<file path="src/rtl/core/bpc_pkg.sv">
`timescale 1ns / 1ps
// ----------------------------------------------------------------------------
// bpc_pkg
// Shared types, constants and helpers of the button press classifier.
// ----------------------------------------------------------------------------
package bpc_pkg;

  localparam int QUEUE_DEPTH = 16;
  localparam int QPTR_W      = (QUEUE_DEPTH > 1) ? $clog2(QUEUE_DEPTH) : 1;
  localparam int QFILL_W     = $clog2(QUEUE_DEPTH + 1);

  localparam int CMD_DEPTH   = 2;
  localparam int CPTR_W      = (CMD_DEPTH > 1) ? $clog2(CMD_DEPTH) : 1;
  localparam int CCNT_W      = $clog2(CMD_DEPTH + 1);

  localparam int TIME_W      = 32;
  localparam int CFG_W       = 16;
  localparam int COUNT_W     = 8;
  localparam int CFG_INDEX_W = 2;
  localparam int S_TDATA_W   = 40;
  localparam int M_TDATA_W   = 8;

  localparam logic [CFG_W-1:0] DEBOUNCE_RST = 16'd50;
  localparam logic [CFG_W-1:0] LONG_THR_RST = 16'd1000;
  localparam logic [CFG_W-1:0] RELEASE_RST  = 16'd300;
  localparam logic             PRESSED_RST  = 1'b0;

  typedef enum logic {
    OP_EDGE = 1'b0,
    OP_POLL = 1'b1
  } op_t;

  typedef enum logic {
    KIND_SHORT = 1'b0,
    KIND_LONG  = 1'b1
  } kind_t;

  typedef enum logic [CFG_INDEX_W-1:0] {
    REG_DEBOUNCE = 2'd0,
    REG_LONG_THR = 2'd1,
    REG_RELEASE  = 2'd2,
    REG_PRESSED  = 2'd3
  } reg_index_t;

  typedef struct packed {
    logic [CFG_W-1:0] debounce_ms;
    logic [CFG_W-1:0] long_threshold_ms;
    logic [CFG_W-1:0] release_delay_ms;
    logic             pressed_level;
  } cfg_t;

  // Work for the back end: either a popped edge time or a check at poll time
  typedef struct packed {
    logic              pop;
    logic [TIME_W-1:0] stamp;
    logic              level;
  } cmd_t;

  function automatic logic [COUNT_W-1:0] sat_inc(input logic [COUNT_W-1:0] v);
    sat_inc = (v == {COUNT_W{1'b1}}) ? v : v + COUNT_W'(1);
  endfunction

endpackage

</file>
<file path="src/rtl/core/bpc_front.sv">
`timescale 1ns / 1ps
// ----------------------------------------------------------------------------
// bpc_front
// Debounces edge transactions into the edge-time queue and turns each poll
// into a command for the back end.
// ----------------------------------------------------------------------------
module bpc_front (
  input  logic                       clk,
  input  logic                       rst,
  input  bpc_pkg::cfg_t              cfg,
  input  logic                       item_valid,
  input  logic                       op,
  input  logic [bpc_pkg::TIME_W-1:0] time_ms,
  input  logic                       button_level,
  output logic                       push,
  output bpc_pkg::cmd_t              cmd
);

  logic [bpc_pkg::TIME_W-1:0]  edge_queue [bpc_pkg::QUEUE_DEPTH];
  logic [bpc_pkg::TIME_W-1:0]  last_edge_time;
  logic [bpc_pkg::QPTR_W-1:0]  queue_head;
  logic [bpc_pkg::QPTR_W-1:0]  queue_tail;
  logic [bpc_pkg::QFILL_W-1:0] queue_fill;

  logic [bpc_pkg::TIME_W-1:0]  gap;
  logic                        is_edge;
  logic                        edge_ok;
  logic                        enq;
  logic                        deq;

  assign is_edge = item_valid && (op == bpc_pkg::OP_EDGE);
  assign gap     = time_ms - last_edge_time;
  assign edge_ok = is_edge && (gap > {16'd0, cfg.debounce_ms});
  assign enq     = edge_ok && (queue_fill < bpc_pkg::QFILL_W'(bpc_pkg::QUEUE_DEPTH));
  assign deq     = item_valid && (op == bpc_pkg::OP_POLL) && (queue_fill != '0);

  assign push      = item_valid && (op == bpc_pkg::OP_POLL);
  assign cmd.pop   = deq;
  assign cmd.stamp = deq ? edge_queue[queue_head] : time_ms;
  assign cmd.level = button_level;

  always_ff @(posedge clk) begin
    if (enq) begin
      edge_queue[queue_tail] <= time_ms;
    end
  end

  always_ff @(posedge clk) begin
    if (rst) begin
      last_edge_time <= '0;
      queue_head     <= '0;
      queue_tail     <= '0;
      queue_fill     <= '0;
    end else begin
      if (edge_ok) begin
        last_edge_time <= time_ms;
      end
      if (enq) begin
        queue_tail <= (queue_tail == bpc_pkg::QPTR_W'(bpc_pkg::QUEUE_DEPTH - 1))
                      ? '0 : queue_tail + bpc_pkg::QPTR_W'(1);
        queue_fill <= queue_fill + bpc_pkg::QFILL_W'(1);
      end
      if (deq) begin
        queue_head <= (queue_head == bpc_pkg::QPTR_W'(bpc_pkg::QUEUE_DEPTH - 1))
                      ? '0 : queue_head + bpc_pkg::QPTR_W'(1);
        queue_fill <= queue_fill - bpc_pkg::QFILL_W'(1);
      end
    end
  end

  a_fill_bound: assert property (@(posedge clk) disable iff (rst)
    queue_fill <= bpc_pkg::QFILL_W'(bpc_pkg::QUEUE_DEPTH))
    else $error("edge queue overfilled");

  a_full_drop: assert property (@(posedge clk) disable iff (rst)
    (edge_ok && queue_fill == bpc_pkg::QFILL_W'(bpc_pkg::QUEUE_DEPTH))
      |=> queue_fill == bpc_pkg::QFILL_W'(bpc_pkg::QUEUE_DEPTH))
    else $error("edge dropped on full queue changed the fill");

endmodule

</file>
<file path="src/rtl/core/bpc_cmd_fifo.sv">
`timescale 1ns / 1ps
// ----------------------------------------------------------------------------
// bpc_cmd_fifo
// Short command queue between the front and back ends.
// ----------------------------------------------------------------------------
module bpc_cmd_fifo (
  input  logic          clk,
  input  logic          rst,
  input  logic          push,
  input  bpc_pkg::cmd_t push_cmd,
  output logic          full,
  output logic          avail,
  output bpc_pkg::cmd_t head_cmd,
  input  logic          pop
);

  bpc_pkg::cmd_t               slots [bpc_pkg::CMD_DEPTH];
  logic [bpc_pkg::CPTR_W-1:0]  rd_ptr;
  logic [bpc_pkg::CPTR_W-1:0]  wr_ptr;
  logic [bpc_pkg::CCNT_W-1:0]  count;
  logic                        do_push;
  logic                        do_pop;

  assign full     = (count == bpc_pkg::CCNT_W'(bpc_pkg::CMD_DEPTH));
  assign avail    = (count != '0);
  assign head_cmd = slots[rd_ptr];
  assign do_push  = push && !full;
  assign do_pop   = pop && avail;

  always_ff @(posedge clk) begin
    if (do_push) begin
      slots[wr_ptr] <= push_cmd;
    end
  end

  always_ff @(posedge clk) begin
    if (rst) begin
      rd_ptr <= '0;
      wr_ptr <= '0;
      count  <= '0;
    end else begin
      if (do_push) begin
        wr_ptr <= (wr_ptr == bpc_pkg::CPTR_W'(bpc_pkg::CMD_DEPTH - 1))
                  ? '0 : wr_ptr + bpc_pkg::CPTR_W'(1);
      end
      if (do_pop) begin
        rd_ptr <= (rd_ptr == bpc_pkg::CPTR_W'(bpc_pkg::CMD_DEPTH - 1))
                  ? '0 : rd_ptr + bpc_pkg::CPTR_W'(1);
      end
      if (do_push && !do_pop) begin
        count <= count + bpc_pkg::CCNT_W'(1);
      end else if (do_pop && !do_push) begin
        count <= count - bpc_pkg::CCNT_W'(1);
      end
    end
  end

  a_no_lost_push: assert property (@(posedge clk) disable iff (rst)
    push |-> !full)
    else $error("command pushed into full queue");

  a_count_track: assert property (@(posedge clk) disable iff (rst)
    (do_push && !do_pop) |=> count == $past(count) + bpc_pkg::CCNT_W'(1))
    else $error("command count out of step");

endmodule

</file>
<file path="src/rtl/core/bpc_back.sv">
`timescale 1ns / 1ps
// ----------------------------------------------------------------------------
// bpc_back
// Counts presses from popped edge times and decides short and long press
// reports at poll time; holds the result in the output register.
// ----------------------------------------------------------------------------
module bpc_back (
  input  logic                        clk,
  input  logic                        rst,
  input  bpc_pkg::cfg_t               cfg,
  input  logic                        cmd_avail,
  input  bpc_pkg::cmd_t               cmd,
  output logic                        cmd_take,
  output logic                        m_tvalid,
  input  logic                        m_tready,
  output logic [bpc_pkg::COUNT_W-1:0] m_tdata,
  output logic                        m_tuser
);

  logic [bpc_pkg::COUNT_W-1:0] click_count;
  logic [bpc_pkg::COUNT_W-1:0] long_count;
  logic [bpc_pkg::TIME_W-1:0]  last_press_time;

  logic [bpc_pkg::COUNT_W-1:0] click_count_next;
  logic [bpc_pkg::COUNT_W-1:0] long_count_next;
  logic [bpc_pkg::TIME_W-1:0]  last_press_time_next;
  logic                        emit;
  logic                        emit_kind;
  logic [bpc_pkg::COUNT_W-1:0] emit_count;

  logic                        pressed;
  logic [bpc_pkg::TIME_W-1:0]  held;
  logic                        over_long;
  logic                        over_release;

  assign cmd_take     = cmd_avail && (!m_tvalid || m_tready);
  assign pressed      = (cmd.level == cfg.pressed_level);
  assign held         = cmd.stamp - last_press_time;
  assign over_long    = held > {16'd0, cfg.long_threshold_ms};
  assign over_release = held > {16'd0, cfg.release_delay_ms};

  always_comb begin
    click_count_next     = click_count;
    long_count_next      = long_count;
    last_press_time_next = last_press_time;
    emit                 = 1'b0;
    emit_kind            = bpc_pkg::KIND_SHORT;
    emit_count           = click_count;
    if (cmd.pop) begin
      if (pressed) begin
        click_count_next = bpc_pkg::sat_inc(click_count);
        if (over_long) begin
          long_count_next = '0;
        end
      end
      last_press_time_next = cmd.stamp;
    end else if (click_count != '0) begin
      if (pressed && over_long) begin
        long_count_next = bpc_pkg::sat_inc(long_count);
        emit            = 1'b1;
        emit_kind       = bpc_pkg::KIND_LONG;
        emit_count      = bpc_pkg::sat_inc(long_count);
      end else if (!pressed && over_release) begin
        emit             = 1'b1;
        emit_kind        = bpc_pkg::KIND_SHORT;
        emit_count       = click_count;
        long_count_next  = '0;
        click_count_next = '0;
      end
    end
  end

  always_ff @(posedge clk) begin
    if (rst) begin
      click_count     <= '0;
      long_count      <= '0;
      last_press_time <= '0;
      m_tvalid        <= 1'b0;
    end else begin
      if (cmd_take) begin
        click_count     <= click_count_next;
        long_count      <= long_count_next;
        last_press_time <= last_press_time_next;
        m_tvalid        <= emit;
      end else if (m_tready) begin
        m_tvalid <= 1'b0;
      end
    end
  end

  // Result payload: load only with a new report
  always_ff @(posedge clk) begin
    if (cmd_take && emit) begin
      m_tdata <= emit_count;
      m_tuser <= emit_kind;
    end
  end

  a_nonzero_count: assert property (@(posedge clk) disable iff (rst)
    m_tvalid |-> m_tdata != '0)
    else $error("press report with zero count");

  a_short_clears: assert property (@(posedge clk) disable iff (rst)
    (cmd_take && emit && emit_kind == bpc_pkg::KIND_SHORT)
      |=> (click_count == '0) && (long_count == '0))
    else $error("short press report left counts set");

endmodule

</file>
<file path="src/rtl/core/button_press_classifier.sv">
`timescale 1ns / 1ps
// ----------------------------------------------------------------------------
// button_press_classifier
// Debounced button edge queue with short and long press detection on polls.
// ----------------------------------------------------------------------------
// Path: a poll accepted on s_tvalid shows its report on m_tvalid after passing
//   through a command queue slot and the back end output register.
// Throughput: one transaction per cycle, edges and polls alike, while the command
//   queue is not full; set by the back end step and the two-entry command queue.
// Reset: synchronous rst clears counts, pointers, timestamps and the output valid;
//   registers return to their defaults; the edge queue store is not cleared.
module button_press_classifier (
  input  logic                            clk,
  input  logic                            rst,
  input  logic                            s_tvalid,
  output logic                            s_tready,
  input  logic [bpc_pkg::S_TDATA_W-1:0]   s_tdata,   // [31:0] time_ms, [32] button_level
  input  logic                            s_tuser,   // [0] op
  output logic                            m_tvalid,
  input  logic                            m_tready,
  output logic [bpc_pkg::M_TDATA_W-1:0]   m_tdata,   // [7:0] press_count
  output logic                            m_tuser,   // [0] press_kind
  input  logic                            cfg_we,
  input  logic [bpc_pkg::CFG_INDEX_W-1:0] cfg_index,
  input  logic [bpc_pkg::CFG_W-1:0]       cfg_data
);

  bpc_pkg::cfg_t cfg;
  bpc_pkg::cmd_t push_cmd;
  bpc_pkg::cmd_t head_cmd;
  logic          push;
  logic          full;
  logic          avail;
  logic          take;
  logic          item_valid;

  always_ff @(posedge clk) begin
    if (rst) begin
      cfg.debounce_ms       <= bpc_pkg::DEBOUNCE_RST;
      cfg.long_threshold_ms <= bpc_pkg::LONG_THR_RST;
      cfg.release_delay_ms  <= bpc_pkg::RELEASE_RST;
      cfg.pressed_level     <= bpc_pkg::PRESSED_RST;
    end else if (cfg_we) begin
      unique case (cfg_index)
        bpc_pkg::REG_DEBOUNCE: cfg.debounce_ms       <= cfg_data;
        bpc_pkg::REG_LONG_THR: cfg.long_threshold_ms <= cfg_data;
        bpc_pkg::REG_RELEASE:  cfg.release_delay_ms  <= cfg_data;
        bpc_pkg::REG_PRESSED:  cfg.pressed_level     <= cfg_data[0];
        default: ;
      endcase
    end
  end

  assign s_tready   = !full;
  assign item_valid = s_tvalid && s_tready;

  bpc_front u_front (
    .clk          (clk),
    .rst          (rst),
    .cfg          (cfg),
    .item_valid   (item_valid),
    .op           (s_tuser),
    .time_ms      (s_tdata[31:0]),
    .button_level (s_tdata[32]),
    .push         (push),
    .cmd          (push_cmd)
  );

  bpc_cmd_fifo u_cmd_fifo (
    .clk      (clk),
    .rst      (rst),
    .push     (push),
    .push_cmd (push_cmd),
    .full     (full),
    .avail    (avail),
    .head_cmd (head_cmd),
    .pop      (take)
  );

  bpc_back u_back (
    .clk       (clk),
    .rst       (rst),
    .cfg       (cfg),
    .cmd_avail (avail),
    .cmd       (head_cmd),
    .cmd_take  (take),
    .m_tvalid  (m_tvalid),
    .m_tready  (m_tready),
    .m_tdata   (m_tdata),
    .m_tuser   (m_tuser)
  );

endmodule

</file>
<file path="config.mk">
export PLATFORM = sky130hd
export DESIGN_NAME = button_press_classifier
export DESIGN_NICKNAME = d
export VERILOG_FILES = /design/src/rtl/core/bpc_pkg.sv /design/src/rtl/core/bpc_front.sv /design/src/rtl/core/bpc_cmd_fifo.sv /design/src/rtl/core/bpc_back.sv /design/src/rtl/core/button_press_classifier.sv
export SDC_FILE = /design/constraint.sdc
export NUM_CORES = 1
export LEC_CHECK = 0
export BUFFER_PORTS_ARGS = -buffer_cell sky130_fd_sc_hd__buf_2
export CAP_MARGIN = 10
export CORE_MARGIN = 3
export CORE_UTILIZATION = 51
export DETAILED_ROUTE_END_ITERATION = 8
export GPL_ROUTABILITY_DRIVEN = 0
export PLACE_DENSITY = 0.67
export SLEW_MARGIN = 15
export SYNTH_ARGS = -nofsm -noshare
export SYNTH_HDL_FRONTEND = slang
export SYNTH_SLANG_ARGS = --single-unit
</file>
<file path="constraint.sdc">
create_clock -name clk -period 7.71 [get_ports clk]
set_input_delay 0.771 -clock clk [delete_from_list [all_inputs] [get_ports clk]]
set_output_delay 0.771 -clock clk [all_outputs]
set_load 0.01 [all_outputs]
</file>
==> flow_summary.ini, run 1 <==
[timing]
min_period_ns = 6.18
setup_viol = 0
slew_headroom = 0.212
grt_setup_unrepaired = no
fin_tns_setup_ns = 0
tightestPinTransition_ns = 1.17
clock_skew_ns = 0.0392
slew_viol_final = 0
period_share = 0.801
final.setup.worst_slack_ns = 1.53
final-hold-violation-count = 0
fmaxAchievable_ghz = 0.162

[placement]
io_buffers = 67
placed_cell_area_um2 = 35200
dpl_worst_slack_ns = 1.19
hpwl_mm = 49.6

[critical_path]
crit_fanout = 32
r2r-start = u_front.last_edge_time[0]
cp_slowest_cell = a2111oi_0
crit_type = in -> reg
r2r_cells = 23
end_kind = register
cp.required_ns = 7.98
cpPeakStageDelay_ns = 0.62
arrival_ns = 6.45
startpoint = s_tdata[0]
start_kind = primary input

[grt]
grt_use_total = 0.228
grt_max_degree = 93
grt_pass1_wl_mm = 122
globalRouteOverflowTotal = 0
grt_pass1_vias = 20400
antenna_found_initial = 8

[route]
top_layer = met5
wire_per_inst_um = 23.4
drt_drc_violations_left = 0
wl_met1_mm = 33.1
num_vias = 20500
viasPerCell = 6.09
drtIter0Drc = 1918
dr.pass1.iters = 5
ant_nets = 0
drt_wl_total_mm = 78.8
wl_met2_mm = 39.2
wl_met3_mm = 5.04

[clocking]
root_buffer = clkbuf_16
htreeDepth = 3
clkTransAtPathRegs_ns = 0.06
cts_setup_buffers = 0
cts-resized-gates = 0
cts_hold_buf = 0
cts_made_buffers = 77
cts_tree = done
clk_latency_ns = 0.62
cts.sinks = 741
cts.path.max_buffers = 3

[die]
core_area_um2 = 64900
die_w_um = 263
core.rowCount = 93
dieHeight_um = 263
start_util = 0.520
dieArea_um2 = 69300
ios = 75

[yosys]
syn_area_um2 = 33700
synthArstFlopShare = 0
synth_edf_count = 589
synth_seq_area_share = 0.614
avgSynthCellArea_um2 = 14.2
synth_common_cells = edfxtp_1, nand2_1, mux4_2, dfxtp_1, inv_1
synth_top_area_frac = 0.524
ys.flop_type = edfxtp_1
yosysTopAreaCell = edfxtp_1
yosysWarnings = 0
yosysUniqueCellTypes = 85
synthCells = 2373
syn-num-nets = 2564
yosys-top-cells-area = edfxtp_1, mux4_2, dfxtp_1
yosysMostFrequentCell = edfxtp_1
ys_ff_latch = 741

[hold_path]
whs_path_depth = 1
min-delay-start = s_tdata[32]
worstHoldPathType = in -> reg

[cells_and_area]
drive_above_1_share = 0.196
fin_area_um2 = 37600
nets = 2640
syn_to_final_growth_pct = 11.5

[outcome]
status = finished clean

[pwr]
ir_worst_vdd_mv = 0.218
power_leakage_uw = 0.0125
power_density_nw_per_um2 = 287

[job]
drv_cap = 0
## layout make-up
cell class,instances,area (µm²)
Tap cell,855,1070
Sequential cell,741,20700
Clock inverter,34,334
Timing Repair Buffer,110,673
Inverter,140,526
Multi-Input combinational cell,1379,12200
Antenna cell,2,5.00
Clock buffer,107,2120
Fill cell,5042,27300
## layout by cell type, fill, tap and decap left out, types with 62 or more instances in the layout
master       n
edfxtp_1   589
nand2_1    169
mux4_2     160
dfxtp_1    147
inv_1      139
a21oi_1    131
ha_1       124
nor2_1     115
clkbuf_16   78
o21ai_0     72
buf_2       66
mux2_2      62
## worst paths after layout
kind                                            endpoint  slack, ns
worst max-delay path            u_front.edge_queue[3][8]       1.53
worst min-delay path              u_cmd_fifo.slots[0][0]       0.37
worst max register to register  u_front.edge_queue[3][8]       1.74
worst min register to register                   cfg[32]       0.46
## worst max-delay path, delay by kind of cell
kind / cells / cell delay (ns)
xor gates and xnor gates: 1 / 0.33
AOI/OAI and AO/OA: 8 / 2.03
buffers and inverters: 6 / 1.22
and+or+nand+nor: 7 / 1.09
adders and majority gates: 3 / 0.98
## metrics by stage
| stage | instances | total power (µW) | hold WS, ns | util |
|---|---|---|---|---|
| 2_1_floorplan | 2373 | 6560 | 0.436 | - |
| 3_3_place_gp | 3225 | 7200 | 0.445 | 0.542 |
| 3_5_place_dp | 3225 | 7260 | 0.450 | 0.542 |
| 4_1_cts | 3366 | 10900 | 0.336 | 0.579 |
| 5_1_grt | 3367 | 11300 | 0.335 | 0.579 |
| 6_report | 3368 | 10800 | 0.370 | 0.579 |
## sequential cells by signal, indices dropped and copies added, names as in the netlist, named ones only
register and count:
u_front.edge_queue 512, u_back.m_tvalid 1, u_front.queue_tail 4, u_back.click_count 8, cfg 49, u_cmd_fifo.count 2, u_back.m_tdata 8, u_front.queue_fill 5
u_cmd_fifo.rd_ptr 1, u_cmd_fifo.wr_ptr 1, u_back.long_count 8, u_back.m_tuser 1, u_back.last_press_time 32, u_front.queue_head 4, u_front.last_edge_time 32, u_cmd_fifo.slots 68
## routing by layer
layer | up-vias | global-route usage
li1 | 9326 | -
met1 | 10400 | 0.313
met2 | 658 | 0.384
met3 | 118 | 0.0389
met4 | 4 | 0.0504
met5 | - | 0
## logic make-up (layout without fill, tap and decap cells)
kind of cell,Yosys count,count (layout),synth area share
buffers and inverters,253,391,0.0290
adder cells (fa/ha/maj),127,127,0.0478
multiplexers,271,271,0.142
other,0,2,0
flip-flops,741,741,0.614
AO/OA/AOI/OAI,431,431,0.0828
AND/OR/NAND/NOR,495,495,0.0697
XOR/XNOR,55,55,0.0143
## power by group
group,internal [µW],switching (µW)
combinational,1080,1560
clock,2050,1540
sequential,4470,86.0
(Power assumes the default switching activity.)
==> run 2, diff against run 1 <==
Settings changed: ABC_AREA set to 1, PLACE_DENSITY 0.67 to 0.7.
Clock period 7.71 ns to 5.5 ns, I/O delays scaled along.
==> run 2 against run 1 <==
  * Combinational power up 140%
  * First-iteration DRC count is 41% higher
  * Clock skew is 0.013 ns lower
  * Sequential share of layout area fell by 1.9 points
  * Area after synthesis up 3.3%
  * Die area increased by 3.2%
  * Final area rose by 3.6%
  * Worst setup slack got worse by 0.64 ns
  * Register-to-register slack got worse by 0.85 ns
  * Sequential cell count unchanged
  * Critical path type is now reg -> reg
  * Critical endpoint is now u_front.edge_queue[4][0]
  * Largest cell class unchanged
==> flow_summary.ini, run 2 <==
[critical_path]
arrival_ns = 4.86
crit_fanout = 23
r2r_cells = 28
start_kind = register
worst_path_most_repeated_cell = nand2_1
r2r-start = u_front.last_edge_time[0]
crit_type = reg -> reg
cp.required_ns = 5.75
end_kind = register
cpLargestDelayFamily = simple AND/OR/NAND/NOR gates
path_buf_inv = 3
cpPeakStageDelay_ns = 0.42
r2r_slack_ns = 0.89
cp_slowest_cell = buf_4
rr_endpoint = u_front.edge_queue[4][0]

[grt]
grt_pass1_vias = 24100
antenna_found_initial = 4
grt_use_total = 0.254
grt_max_degree = 125
globalRouteOverflowTotal = 0
grt_pass1_wl_mm = 139

[clocking]
cts-resized-gates = 0
cts.sinks = 741
root_buffer = clkbuf_16
htreeDepth = 3
cts_tree = done
cts_hold_buf = 0
cts_setup_buffers = 0
clkTransAtPathRegs_ns = 0.06
clk_latency_ns = 0.63
cts_made_buffers = 77
cts.path.max_buffers = 3

[route]
drtIter0Drc = 2712
wire_per_inst_um = 20.0
num_vias = 25900
drt_wl_total_mm = 90.9
ant_nets = 0
drt_drc_violations_left = 0
viasPerCell = 5.70
dr.pass1.iters = 6

[die]
dieArea_um2 = 71500
die_w_um = 267
core.rowCount = 95
start_util = 0.517
core_area_um2 = 67400
ios = 75
dieHeight_um = 267

[pwr]
ir_worst_vdd_mv = 0.271
p_seq_frac = 0.361
combPwrFrac = 0.350
power_leakage_uw = 0.0148
swShare = 0.364
clock_power_share = 0.289
power_density_nw_per_um2 = 468
intPower_uw = 11600
switching_power_uw = 6640

[yosys]
synth_edf_count = 589
synthArstFlopShare = 0
synth_common_cells = edfxtp_1, nand2_1, nor2_1, o21ai_0, inv_1
synthCells = 3543
syn-num-nets = 3734
synth_seq_area_share = 0.595
synth_top_area_frac = 0.508
yosysWarnings = 0
ys_ff_latch = 741
yosysTopAreaCell = edfxtp_1
ys.flop_type = edfxtp_1
yosysMostFrequentCell = edfxtp_1
yosysUniqueCellTypes = 50
syn_area_um2 = 34800
avgSynthCellArea_um2 = 9.83
yosys-top-cells-area = edfxtp_1, dfxtp_1, nand2_1

[timing]
min_period_ns = 4.61
fin_tns_setup_ns = 0
slew_viol_final = 0
setup_viol = 0
grt_setup_unrepaired = no
final-hold-violation-count = 0
period_share = 0.837
fmaxAchievable_ghz = 0.217
fin_hold_ws_ns = 0.139
tightestPinTransition_ns = 1.04
slew_headroom = 0.307
clock_skew_ns = 0.0262

[cells_and_area]
mostFrequentLayoutCells = edfxtp_1, nand2_1, nor2_1, o21ai_0, inv_1
top_register = u_front.edge_queue
nets = 3791
layout_commonest_cell = edfxtp_1
largest_register_ffs = 512
reg_top3 = u_front.edge_queue (512), u_cmd_fifo.slots (68), cfg (49)
drive_above_1_share = 0.0961
syn_to_final_growth_pct = 11.9

[placement]
hpwl_mm = 58.5
io_buffers = 67

[hold_path]
holdPathEnd = u_cmd_fifo.slots[1][0]
worstHoldPathType = in -> reg
min-delay-start = s_tdata[32]
whs_path_depth = 1

[job]
drv_cap = 0

[outcome]
status = finished clean
## run 2: cell types whose count changed after synthesis, sizes merged, moves of 45 or more
cell,delta
a21oi,+63
clkbuf,+60
inv,+211
mux2i,-45
mux2,-64
mux4,-160
nand2,+404
nand3,+90
o21ai,+361
o221ai,+93
nor2,+401
## run 2: worst max-delay path by stage
| stage | start | to | slack [ns] | cells past startpoint |
|---|---|---|---|---|
| after CTS | u_front.last_edge_time[0] | u_front.edge_queue[4][3] | 0.93 | 28 |
| after global routing | u_front.last_edge_time[0] | u_front.edge_queue[12][25] | 0.50 | 28 |
| final | u_front.last_edge_time[0] | u_front.edge_queue[4][0] | 0.89 | 28 |
| after global placement | s_tdata[0] | u_front.edge_queue[4][31] | 0.51 | 30 |
| after detailed placement | s_tdata[0] | u_front.edge_queue[4][28] | 0.49 | 30 |
| after floorplan | s_tdata[0] | u_front.edge_queue[0][0] | 0.53 | 28 |
## run 2: final cells by class
type | instances | area, µm²
diodes | 1 | 2.50
clock buffers | 108 | 2140
clock inverters | 33 | 433
fillers | 5624 | 28400
inverters | 355 | 1340
multi-input cells | 2290 | 12300
flip-flops and latches | 741 | 20700
well taps | 873 | 1090
repair buffers | 135 | 958
## run 2: stage by stage
step	cells	util	worst slack [ns]	cell area (µm²)	total power, µW
after global placement	4394	0.540	0.515	36400	12900
after global routing	4535	0.578	0.501	39000	19400
after floorplan	3543	-	0.526	34800	11300
final	4536	0.578	0.894	39000	18200
after CTS	4535	0.578	0.933	39000	18300
after detailed placement	4394	0.540	0.491	36400	13000
## run 2: power by group through the flow
stage               Clock, µW  Combinational, µW  Sequential (µW)
floorplan                   0               4670             6610
global placement            0               6180             6690
detailed placement          0               6300             6700
CTS                      5340               6330             6580
global route             5560               7240             6620
finish                   5270               6380             6580
## run 2: cells by family after synthesis
group	count (synthesis)	share of synthesized area
AOI/OAI and AO/OA	835	0.139
DFF	741	0.595
and+or+nand+nor	1283	0.152
buffers and inverters	512	0.0567
adders and majority gates	127	0.0463
xor gates and xnor gates	43	0.0108
muxes	2	0.000575
## run 2: routing by layer
layer	wire length, µm	global-route usage
met1	38100	0.349
met2	42100	0.407
met3	7200	0.0432
met5	29	0
met4	3440	0.0941
